[src/rtl/core/etlp_pkg.sv]
// Shared types, constants and byte classifier for the tag-map line parser.
package etlp_pkg;

    // Defaults for the top-level parameters
    localparam int FILE_BYTES_DEF  = 65536;
    localparam int QUEUE_DEPTH_DEF = 4;

    // max_tags value after reset
    localparam logic [15:0] MAX_TAGS_RESET = 16'hFFFF;

    // Character constants
    localparam logic [7:0] CH_NEWLINE = 8'h0A;
    localparam logic [7:0] CH_HASH    = 8'h23;
    localparam logic [7:0] CH_UNDER   = 8'h5F;
    localparam logic [7:0] CH_SPACE   = 8'h20;
    localparam logic [7:0] CH_CR      = 8'h0D;
    localparam logic [7:0] CH_TAB     = 8'h09;
    localparam logic [7:0] CH_ZERO    = 8'h30;
    localparam logic [7:0] CH_NINE    = 8'h39;
    localparam logic [7:0] CH_UP_A    = 8'h41;
    localparam logic [7:0] CH_UP_Z    = 8'h5A;
    localparam logic [7:0] CH_LO_A    = 8'h61;
    localparam logic [7:0] CH_LO_Z    = 8'h7A;

    // Decimal radix
    localparam logic [3:0] RADIX = 4'd10;

    // Byte classes seen by the parser
    typedef enum logic [2:0] {
        CL_NEWLINE,
        CL_HASH,
        CL_DIGIT,
        CL_BLANK,
        CL_WORD,    // letter or underscore
        CL_OTHER
    } char_class_t;

    // Classified word passed from front to back
    typedef struct packed {
        char_class_t cls;
        logic [3:0]  digit;
        logic        last;
    } byte_word_t;

    // Line parse phase
    typedef enum logic [2:0] {
        PH_LINE,
        PH_COMMENT,
        PH_NUMBER,
        PH_SEP,
        PH_NAME,
        PH_TRAIL
    } phase_t;

    // Result status codes
    typedef enum logic [2:0] {
        STS_ENTRY     = 3'd0,
        STS_END_OK    = 3'd1,
        STS_BAD_START = 3'd2,
        STS_MISSING   = 3'd3,
        STS_BAD_CHAR  = 3'd4,
        STS_TOO_MANY  = 3'd5,
        STS_NO_EOL    = 3'd6
    } status_t;

    // Map one byte to its class
    function automatic char_class_t classify(input logic [7:0] b);
        char_class_t c;
        if (b == CH_NEWLINE) begin
            c = CL_NEWLINE;
        end else if (b == CH_HASH) begin
            c = CL_HASH;
        end else if (b >= CH_ZERO && b <= CH_NINE) begin
            c = CL_DIGIT;
        end else if (b == CH_SPACE || b == CH_CR || b == CH_TAB) begin
            c = CL_BLANK;
        end else if ((b >= CH_UP_A && b <= CH_UP_Z) || (b >= CH_LO_A && b <= CH_LO_Z) ||
                     b == CH_UNDER) begin
            c = CL_WORD;
        end else begin
            c = CL_OTHER;
        end
        return c;
    endfunction

endpackage

[src/rtl/core/event_tag_line_parser_core.sv]
// A byte passes the front register, the queue and the result register on its way out.
// Throughput: one byte per cycle unless stalled; the engine updates line state per byte.
// Stalls on the result side back up through a QUEUE_DEPTH-word queue and the front register.
// Reset (aresetn low, synchronous): parse state to line start, line 1, counters cleared,
// queue and result slot emptied, max_tags set to 65535.
// Results with end_of_file set also return the parse state to its reset value.
module event_tag_line_parser_core #(
    parameter int FILE_BYTES  = etlp_pkg::FILE_BYTES_DEF,
    parameter int QUEUE_DEPTH = etlp_pkg::QUEUE_DEPTH_DEF
) (
    input  logic        aclk,
    input  logic        aresetn,
    input  logic        cfg_wr_en,
    input  logic [15:0] cfg_wr_data,
    input  logic        s_valid,
    output logic        s_ready,
    input  logic [7:0]  s_byte_in,
    input  logic        s_last_byte,
    output logic        m_valid,
    input  logic        m_ready,
    output logic [2:0]  m_status,
    output logic [31:0] m_tag_number,
    output logic [15:0] m_name_offset,
    output logic [15:0] m_name_length,
    output logic [15:0] m_line_number,
    output logic [15:0] m_tags_seen,
    output logic        m_end_of_file
);

    logic                 fw_valid;
    logic                 fw_ready;
    etlp_pkg::byte_word_t fw_data;
    logic                 bw_valid;
    logic                 bw_ready;
    etlp_pkg::byte_word_t bw_data;

    // Classify bytes
    etlp_front u_front (
        .aclk        (aclk),
        .aresetn     (aresetn),
        .s_valid     (s_valid),
        .s_ready     (s_ready),
        .s_byte_in   (s_byte_in),
        .s_last_byte (s_last_byte),
        .word_valid  (fw_valid),
        .word_ready  (fw_ready),
        .word_data   (fw_data)
    );

    // Decoupling queue
    etlp_queue #(
        .QUEUE_DEPTH (QUEUE_DEPTH)
    ) u_queue (
        .aclk     (aclk),
        .aresetn  (aresetn),
        .wr_valid (fw_valid),
        .wr_ready (fw_ready),
        .wr_data  (fw_data),
        .rd_valid (bw_valid),
        .rd_ready (bw_ready),
        .rd_data  (bw_data)
    );

    // Parse engine
    etlp_back #(
        .FILE_BYTES (FILE_BYTES)
    ) u_back (
        .aclk          (aclk),
        .aresetn       (aresetn),
        .cfg_wr_en     (cfg_wr_en),
        .cfg_wr_data   (cfg_wr_data),
        .word_valid    (bw_valid),
        .word_ready    (bw_ready),
        .word_data     (bw_data),
        .m_valid       (m_valid),
        .m_ready       (m_ready),
        .m_status      (m_status),
        .m_tag_number  (m_tag_number),
        .m_name_offset (m_name_offset),
        .m_name_length (m_name_length),
        .m_line_number (m_line_number),
        .m_tags_seen   (m_tags_seen),
        .m_end_of_file (m_end_of_file)
    );

endmodule

[src/rtl/core/etlp_front.sv]
// Front end: accepts input bytes, classifies them and registers the word.
module etlp_front (
    input  logic                 aclk,
    input  logic                 aresetn,
    input  logic                 s_valid,
    output logic                 s_ready,
    input  logic [7:0]           s_byte_in,
    input  logic                 s_last_byte,
    output logic                 word_valid,
    input  logic                 word_ready,
    output etlp_pkg::byte_word_t word_data
);

    logic                 vld_reg;
    logic                 vld_next;
    etlp_pkg::byte_word_t word_reg;
    etlp_pkg::byte_word_t word_next;

    // Take a byte when the stage is empty or drains this cycle
    assign s_ready = !vld_reg || word_ready;

    // Classify the incoming byte
    always_comb begin
        word_next.cls   = etlp_pkg::classify(s_byte_in);
        word_next.digit = s_byte_in[3:0];
        word_next.last  = s_last_byte;
    end

    always_comb begin
        vld_next = vld_reg;
        if (s_ready) begin
            vld_next = s_valid;
        end
    end

    always_ff @(posedge aclk) begin
        if (!aresetn) begin
            vld_reg <= 1'b0;
        end else begin
            vld_reg <= vld_next;
        end
    end

    always_ff @(posedge aclk) begin
        if (s_valid && s_ready) begin
            word_reg <= word_next;
        end
    end

    assign word_valid = vld_reg;
    assign word_data  = word_reg;

endmodule

[src/rtl/core/etlp_queue.sv]
// Short word queue that decouples the front end from the parse engine.
module etlp_queue #(
    parameter int QUEUE_DEPTH = etlp_pkg::QUEUE_DEPTH_DEF
) (
    input  logic                 aclk,
    input  logic                 aresetn,
    input  logic                 wr_valid,
    output logic                 wr_ready,
    input  etlp_pkg::byte_word_t wr_data,
    output logic                 rd_valid,
    input  logic                 rd_ready,
    output etlp_pkg::byte_word_t rd_data
);

    localparam int PTR_W = (QUEUE_DEPTH > 1) ? $clog2(QUEUE_DEPTH) : 1;
    localparam int CNT_W = $clog2(QUEUE_DEPTH + 1);
    localparam logic [PTR_W-1:0] PTR_LAST = PTR_W'(QUEUE_DEPTH - 1);
    localparam logic [CNT_W-1:0] CNT_FULL = CNT_W'(QUEUE_DEPTH);

    etlp_pkg::byte_word_t mem [QUEUE_DEPTH];
    logic [PTR_W-1:0]     wr_ptr_reg;
    logic [PTR_W-1:0]     wr_ptr_next;
    logic [PTR_W-1:0]     rd_ptr_reg;
    logic [PTR_W-1:0]     rd_ptr_next;
    logic [CNT_W-1:0]     count_reg;
    logic [CNT_W-1:0]     count_next;
    logic                 push;
    logic                 pop;

    assign wr_ready = (count_reg != CNT_FULL);
    assign rd_valid = (count_reg != '0);
    assign rd_data  = mem[rd_ptr_reg];
    assign push     = wr_valid && wr_ready;
    assign pop      = rd_valid && rd_ready;

    // Pointer and fill tracking
    always_comb begin
        wr_ptr_next = wr_ptr_reg;
        rd_ptr_next = rd_ptr_reg;
        count_next  = count_reg;
        if (push) begin
            wr_ptr_next = (wr_ptr_reg == PTR_LAST) ? '0 : wr_ptr_reg + 1'b1;
        end
        if (pop) begin
            rd_ptr_next = (rd_ptr_reg == PTR_LAST) ? '0 : rd_ptr_reg + 1'b1;
        end
        if (push && !pop) begin
            count_next = count_reg + 1'b1;
        end else if (pop && !push) begin
            count_next = count_reg - 1'b1;
        end
    end

    always_ff @(posedge aclk) begin
        if (!aresetn) begin
            wr_ptr_reg <= '0;
            rd_ptr_reg <= '0;
            count_reg  <= '0;
        end else begin
            wr_ptr_reg <= wr_ptr_next;
            rd_ptr_reg <= rd_ptr_next;
            count_reg  <= count_next;
        end
    end

    // Storage write
    always_ff @(posedge aclk) begin
        if (push) begin
            mem[wr_ptr_reg] <= wr_data;
        end
    end

endmodule

[src/rtl/core/etlp_back.sv]
// Parse engine: runs the line state machine and holds the result register.
module etlp_back #(
    parameter int FILE_BYTES = etlp_pkg::FILE_BYTES_DEF
) (
    input  logic                 aclk,
    input  logic                 aresetn,
    input  logic                 cfg_wr_en,
    input  logic [15:0]          cfg_wr_data,
    input  logic                 word_valid,
    output logic                 word_ready,
    input  etlp_pkg::byte_word_t word_data,
    output logic                 m_valid,
    input  logic                 m_ready,
    output logic [2:0]           m_status,
    output logic [31:0]          m_tag_number,
    output logic [15:0]          m_name_offset,
    output logic [15:0]          m_name_length,
    output logic [15:0]          m_line_number,
    output logic [15:0]          m_tags_seen,
    output logic                 m_end_of_file
);

    localparam int POS_W = $clog2(FILE_BYTES);
    localparam logic [POS_W-1:0] POS_LAST = POS_W'(FILE_BYTES - 1);

    // Parse state
    etlp_pkg::phase_t phase_reg;
    etlp_pkg::phase_t phase_next;
    logic [15:0]      line_reg;
    logic [15:0]      line_next;
    logic [POS_W-1:0] pos_reg;
    logic [POS_W-1:0] pos_next;
    logic [31:0]      num_reg;
    logic [31:0]      num_next;
    logic [POS_W-1:0] nstart_reg;
    logic [POS_W-1:0] nstart_next;
    logic [15:0]      nlen_reg;
    logic [15:0]      nlen_next;
    logic [15:0]      count_reg;
    logic [15:0]      count_next;
    logic             err_reg;
    logic             err_next;
    logic [15:0]      max_tags_reg;

    // Result register
    logic                 out_vld_reg;
    logic                 out_vld_next;
    etlp_pkg::status_t    status_reg;
    logic [31:0]          tag_reg;
    logic [15:0]          off_reg;
    logic [15:0]          len_reg;
    logic [15:0]          rline_reg;
    logic [15:0]          seen_reg;
    logic                 eof_reg;

    // Result being formed this cycle
    logic                 res_fire;
    etlp_pkg::status_t    res_status;
    logic [31:0]          res_tag;
    logic [15:0]          res_off;
    logic [15:0]          res_len;
    logic [15:0]          res_line;
    logic [15:0]          res_seen;

    logic        out_free;
    logic        pop;
    logic        take;
    logic        is_nl;
    logic        line_bump;
    logic [31:0] num_step;

    assign out_free   = !out_vld_reg || m_ready;
    assign word_ready = out_free;
    assign pop        = word_valid && out_free;
    assign take       = pop && !err_reg;
    assign is_nl      = (word_data.cls == etlp_pkg::CL_NEWLINE);

    // accum * 10 + digit as shift-add
    assign num_step = {num_reg[28:0], 3'b000} + {num_reg[30:0], 1'b0} +
                      32'(word_data.digit);

    // Next phase
    always_comb begin
        phase_next = phase_reg;
        if (take) begin
            unique case (phase_reg)
                etlp_pkg::PH_LINE: begin
                    if (word_data.cls == etlp_pkg::CL_HASH) begin
                        phase_next = etlp_pkg::PH_COMMENT;
                    end else if (word_data.cls == etlp_pkg::CL_DIGIT &&
                                 count_reg < max_tags_reg) begin
                        phase_next = etlp_pkg::PH_NUMBER;
                    end
                end
                etlp_pkg::PH_COMMENT: begin
                    if (is_nl) begin
                        phase_next = etlp_pkg::PH_LINE;
                    end
                end
                etlp_pkg::PH_NUMBER: begin
                    if (word_data.cls != etlp_pkg::CL_DIGIT && !is_nl) begin
                        phase_next = etlp_pkg::PH_SEP;
                    end
                end
                etlp_pkg::PH_SEP: begin
                    if (!is_nl && word_data.cls != etlp_pkg::CL_BLANK) begin
                        phase_next = etlp_pkg::PH_NAME;
                    end
                end
                etlp_pkg::PH_NAME: begin
                    if (is_nl) begin
                        phase_next = etlp_pkg::PH_LINE;
                    end else if (word_data.cls == etlp_pkg::CL_BLANK) begin
                        phase_next = etlp_pkg::PH_TRAIL;
                    end
                end
                etlp_pkg::PH_TRAIL: begin
                    if (is_nl) begin
                        phase_next = etlp_pkg::PH_LINE;
                    end
                end
                default: begin
                    phase_next = etlp_pkg::PH_LINE;
                end
            endcase
        end
        // End of file restarts the parse
        if (pop && word_data.last) begin
            phase_next = etlp_pkg::PH_LINE;
        end
    end

    // Datapath and result forming
    always_comb begin
        line_next   = line_reg;
        pos_next    = pos_reg;
        num_next    = num_reg;
        nstart_next = nstart_reg;
        nlen_next   = nlen_reg;
        count_next  = count_reg;
        err_next    = err_reg;
        line_bump   = 1'b0;
        res_fire    = 1'b0;
        res_status  = etlp_pkg::STS_ENTRY;
        res_tag     = '0;
        res_off     = '0;
        res_len     = '0;
        res_line    = line_reg;
        res_seen    = count_reg;

        if (take) begin
            unique case (phase_reg)
                etlp_pkg::PH_LINE: begin
                    if (is_nl) begin
                        line_bump = 1'b1;
                    end else if (word_data.cls == etlp_pkg::CL_DIGIT) begin
                        if (count_reg >= max_tags_reg) begin
                            res_fire   = 1'b1;
                            res_status = etlp_pkg::STS_TOO_MANY;
                        end else begin
                            num_next = 32'(word_data.digit);
                        end
                    end else if (word_data.cls != etlp_pkg::CL_HASH &&
                                 word_data.cls != etlp_pkg::CL_BLANK) begin
                        res_fire   = 1'b1;
                        res_status = etlp_pkg::STS_BAD_START;
                    end
                end
                etlp_pkg::PH_COMMENT: begin
                    if (is_nl) begin
                        line_bump = 1'b1;
                    end
                end
                etlp_pkg::PH_NUMBER: begin
                    if (word_data.cls == etlp_pkg::CL_DIGIT) begin
                        num_next = num_step;
                    end else if (is_nl) begin
                        res_fire   = 1'b1;
                        res_status = etlp_pkg::STS_MISSING;
                    end
                end
                etlp_pkg::PH_SEP: begin
                    if (is_nl) begin
                        res_fire   = 1'b1;
                        res_status = etlp_pkg::STS_MISSING;
                    end else if (word_data.cls != etlp_pkg::CL_BLANK) begin
                        nstart_next = pos_reg;
                        nlen_next   = 16'd1;
                    end
                end
                etlp_pkg::PH_NAME, etlp_pkg::PH_TRAIL: begin
                    if (is_nl) begin
                        // Tag entry complete
                        res_fire   = 1'b1;
                        res_status = etlp_pkg::STS_ENTRY;
                        res_tag    = num_reg;
                        res_off    = 16'(nstart_reg);
                        res_len    = nlen_reg;
                        count_next = count_reg + 1'b1;
                        res_seen   = count_reg + 1'b1;
                        line_bump  = 1'b1;
                    end else if (phase_reg == etlp_pkg::PH_NAME) begin
                        if (word_data.cls == etlp_pkg::CL_DIGIT ||
                            word_data.cls == etlp_pkg::CL_WORD) begin
                            if (nlen_reg != 16'hFFFF) begin
                                nlen_next = nlen_reg + 1'b1;
                            end
                        end else if (word_data.cls != etlp_pkg::CL_BLANK) begin
                            res_fire   = 1'b1;
                            res_status = etlp_pkg::STS_BAD_CHAR;
                        end
                    end
                end
                default: begin
                end
            endcase
            if (res_fire && res_status != etlp_pkg::STS_ENTRY) begin
                err_next = 1'b1;
            end
        end

        // Saturating line counter
        if (line_bump && line_reg != 16'hFFFF) begin
            line_next = line_reg + 1'b1;
        end

        if (pop) begin
            pos_next = (pos_reg == POS_LAST) ? '0 : pos_reg + 1'b1;
        end

        // Last byte: end status if no other result and no earlier error, then clear parse state
        if (pop && word_data.last) begin
            if (!res_fire && !err_reg) begin
                res_fire   = 1'b1;
                res_status = is_nl ? etlp_pkg::STS_END_OK : etlp_pkg::STS_NO_EOL;
                res_line   = line_next;
            end
            line_next   = 16'd1;
            pos_next    = '0;
            num_next    = '0;
            nstart_next = '0;
            nlen_next   = '0;
            count_next  = '0;
            err_next    = 1'b0;
        end
    end

    // Output slot
    always_comb begin
        out_vld_next = out_vld_reg;
        if (out_free) begin
            out_vld_next = pop && res_fire;
        end
    end

    always_ff @(posedge aclk) begin
        if (!aresetn) begin
            phase_reg    <= etlp_pkg::PH_LINE;
            line_reg     <= 16'd1;
            pos_reg      <= '0;
            num_reg      <= '0;
            nstart_reg   <= '0;
            nlen_reg     <= '0;
            count_reg    <= '0;
            err_reg      <= 1'b0;
            out_vld_reg  <= 1'b0;
        end else begin
            phase_reg    <= phase_next;
            line_reg     <= line_next;
            pos_reg      <= pos_next;
            num_reg      <= num_next;
            nstart_reg   <= nstart_next;
            nlen_reg     <= nlen_next;
            count_reg    <= count_next;
            err_reg      <= err_next;
            out_vld_reg  <= out_vld_next;
        end
    end

    // Tag limit register
    always_ff @(posedge aclk) begin
        if (!aresetn) begin
            max_tags_reg <= etlp_pkg::MAX_TAGS_RESET;
        end else if (cfg_wr_en) begin
            max_tags_reg <= cfg_wr_data;
        end
    end

    // Result payload
    always_ff @(posedge aclk) begin
        if (pop && res_fire) begin
            status_reg <= res_status;
            tag_reg    <= res_tag;
            off_reg    <= res_off;
            len_reg    <= res_len;
            rline_reg  <= res_line;
            seen_reg   <= res_seen;
            eof_reg    <= word_data.last;
        end
    end

    assign m_valid       = out_vld_reg;
    assign m_status      = status_reg;
    assign m_tag_number  = tag_reg;
    assign m_name_offset = off_reg;
    assign m_name_length = len_reg;
    assign m_line_number = rline_reg;
    assign m_tags_seen   = seen_reg;
    assign m_end_of_file = eof_reg;

endmodule
[config.mk]
export PLATFORM = sky130hd
export DESIGN_NAME = event_tag_line_parser_core
export DESIGN_NICKNAME = d
export VERILOG_FILES = /design/src/rtl/core/etlp_pkg.sv /design/src/rtl/core/event_tag_line_parser_core.sv /design/src/rtl/core/etlp_front.sv /design/src/rtl/core/etlp_queue.sv /design/src/rtl/core/etlp_back.sv
export SDC_FILE = /design/constraint.sdc
export NUM_CORES = 1
export LEC_CHECK = 0
export BUFFER_PORTS_ARGS = -buffer_cell sky130_fd_sc_hd__buf_2
export CELL_PAD_IN_SITES_DETAIL_PLACEMENT = 0
export CELL_PAD_IN_SITES_GLOBAL_PLACEMENT = 1
export CORE_UTILIZATION = 43
export CTS_CLUSTER_SIZE = 28
export DETAILED_ROUTE_END_ITERATION = 6
export PLACE_DENSITY = 0.85
export SYNTH_ARGS = -nofsm -noshare
export SYNTH_HDL_FRONTEND = slang
export SYNTH_SLANG_ARGS = --single-unit
[constraint.sdc]
create_clock -name aclk -period 4.2 [get_ports aclk]
set_clock_uncertainty 0.05 [all_clocks]
set_input_delay 0.21 -clock aclk [delete_from_list [all_inputs] [get_ports aclk]]
set_output_delay 0.21 -clock aclk [all_outputs]
set_load 0.05 [all_outputs]
==> results.toml <==
[placement]
port-buffer-count = 131
dpl.cell_count = 1728
hpwl_mm = 20.2
place.gp.congestion = 0.899

[clocking]
numCtsBuffers = 30
root_buffer = "clkbuf_16"
path_clk_slew_ns = 0.06
cts_tree = "done"
cts_buffer_depth = 3
clock_sinks = 283
htreeDepth = 1
clock_latency_ns = 0.54

[yosys]
ys.flop_type = "dfxtp_1"
synth_enable_flop_cells = 140
syn_area_per_cell_um2 = 10.9
syn-instance-count = 1229
yosys_warnings = 0
syn_nets = 1346
synth_cell_type_count = 77
yosysSeqAreaShare = 0.526
syn-cell-area_mm2 = 0.0134
async_flop_share = 0
synth_seq_cells = 283

[worst_setup_path]
cp.required_ns = 4.58
path_max_fanout = 5
end_kind = "flop"
arrival_ns = 4.36
criticalPathCategory = "flop to flop"
crit_path_start_kind = "flop"

[floorplan]
die_w_um = 179
rows = 64
die_area_mm2 = 0.0319
ioPinCount = 132
coreArea_mm2 = 0.0307
die_y_um = 179
initial_core_util = 0.438

[routing]
drt_first_pass_iters = 5
wire_per_inst_um = 15.8
drc_errors = 0
wl_mm = 28.6
viasPerCell = 5.24
vias = 9470
drtIter0Drc = 562
ant_nets = 0

[global_route]
grt_max_degree = 58
grt.overflow.total = 0
antenna_found_initial = 0
track_usage = 0.181
grt_pass1_vias = 9288
grt_pass1_wl_mm = 46.6

[sta]
period_share = 0.948
maxSlewViolCount = 0
final-setup-viol-count = 0
maxSlewHeadroom = 0.374
rsz0062_at_grt = "false"
fmax_mhz = 251
hold_violations = 0
setup_tns_ns = 0
fin_crit_ns = 3.98
worst_pin_slew_ns = 0.935

[power_and_ir_drop]
leakage_nw = 6.71
power_density_mw_per_mm2 = 654
vdd_ir_drop_max_v = 0.000392

[final_layout]
fin_nets = 1504
diodes = 0
area_growth_pct = 17.7
finalNonFillerCells = 1807
drive_gt1_frac = 0.163

[min_path]
min_path_type = "input port to flop"

[outcome]
status = "finished clean"

[run]
drv_cap = 0
synth_stat cells, types with 24 or more instances:
cell type    n  area, µm²
a21oi_1     62        310
and2_1      97        607
clkbuf_1    34        128
dfxtp_1    143       2860
edfxtp_1   140       4200
ha_1        84       1050
inv_1       29        109
mux2i_1     24        240
nand2_1    101        379
nor2_1     116        435
nor3_1      25        125
o21ai_0     30        150
xnor2_1     37        324
xor2_1      60        526
placed cells by master (no fill, tap or decap), drive strengths merged, types with 23 or more instances in the layout:
cell type      n
nor2         120
xor2          61
nor3          29
dlygate4sd3   23
clkbuf        37
a21oi         62
o21ai         32
edfxtp       140
inv           29
buf          145
and2          99
nand2        103
dfxtp        143
mux2i         24
xnor2         37
ha            84
nand3         23
worst paths after layout:
path | end | cells after the start | startpoint | slack [ns]
worst max register to register | u_back.num_reg[24]$_SDFFE_PP0P_ | 12 | flop | 0.22
worst min-delay path | u_back.max_tags_reg[0]$_SDFFE_PN1P_ | 2 | aresetn | 0.04
worst min register to register | u_back.max_tags_reg[6]$_SDFFE_PN1P_ | 2 | u_back.max_tags_reg[6]$_SDFFE_PN1P_ | 0.44
worst max-delay path | u_back.num_reg[24]$_SDFFE_PP0P_ | 12 | flop | 0.22
area by class of cell:
type                       count  area [µm²]
timing repair buffer         168        1010
sequential                   283        7070
inverter                      29         109
clock inverter                19         218
clock buffer                  37         818
multi-input combinational    875        6090
fill                        2724       14900
tap                          396         495
routing by layer:
layer	vias to the layer above	track usage	wire length (µm)
li1	4703	-	-
met1	4513	0.246	13300
met2	215	0.307	13600
met3	39	0.0221	1200
met4	0	0.0452	505
met5	-	0	0
power by group:
group          switching, W  leakage, nW  internal, W
logic               0.00295         3.71     0.000745
registers          0.000244         2.50      0.00367
clock network       0.00105        0.505      0.00168
total               0.00424         6.71      0.00610
cells by family after synthesis:
logic type                 Yosys count  share of synthesized area
and+or+nand+nor                    463                      0.179
DFF                                283                      0.526
AOI/OAI and AO/OA                  192                     0.0924
xor gates and xnor gates            98                     0.0645
adders and majority gates           87                     0.0828
buffers and inverters               71                     0.0214
muxes                               35                     0.0341
repair_timing:
action	CTS	global route
setup endpoints to repair	0	6
setup buffers	0	0
hold buffers	23	0
gates resized for setup	0	4
hold endpoints to repair	23	0
stage by stage:
stage	utilization	power (W)	hold WS [ns]	setup WS (ns)	cell area, µm²
finish	0.515	0.0103	0.0399	0.217	15800
global route	0.515	0.0108	0.0883	0.00652	15800
CTS	0.515	0.0104	0.0245	0.0790	15800
detailed placement	0.474	0.00767	0.344	0.104	14500
global placement	0.474	0.00761	0.354	0.173	14500
floorplan	-	0.00675	0.259	0.309	13400
worst max-delay path: stages, from the launching register on:
cell and delay (ns):
dfxtp_2 0.37, mux4_2 0.56, fa_1 0.51, fa_1 0.49
a21o_1 0.21, a221oi_2 0.29, o21ai_1 0.14, a41o_1 0.34
a41oi_1 0.35, a21oi_1 0.11, a21oi_1 0.18, xnor2_1 0.08
a22o_1 0.20
Note: power is estimated with default switching activity, not from simulation.
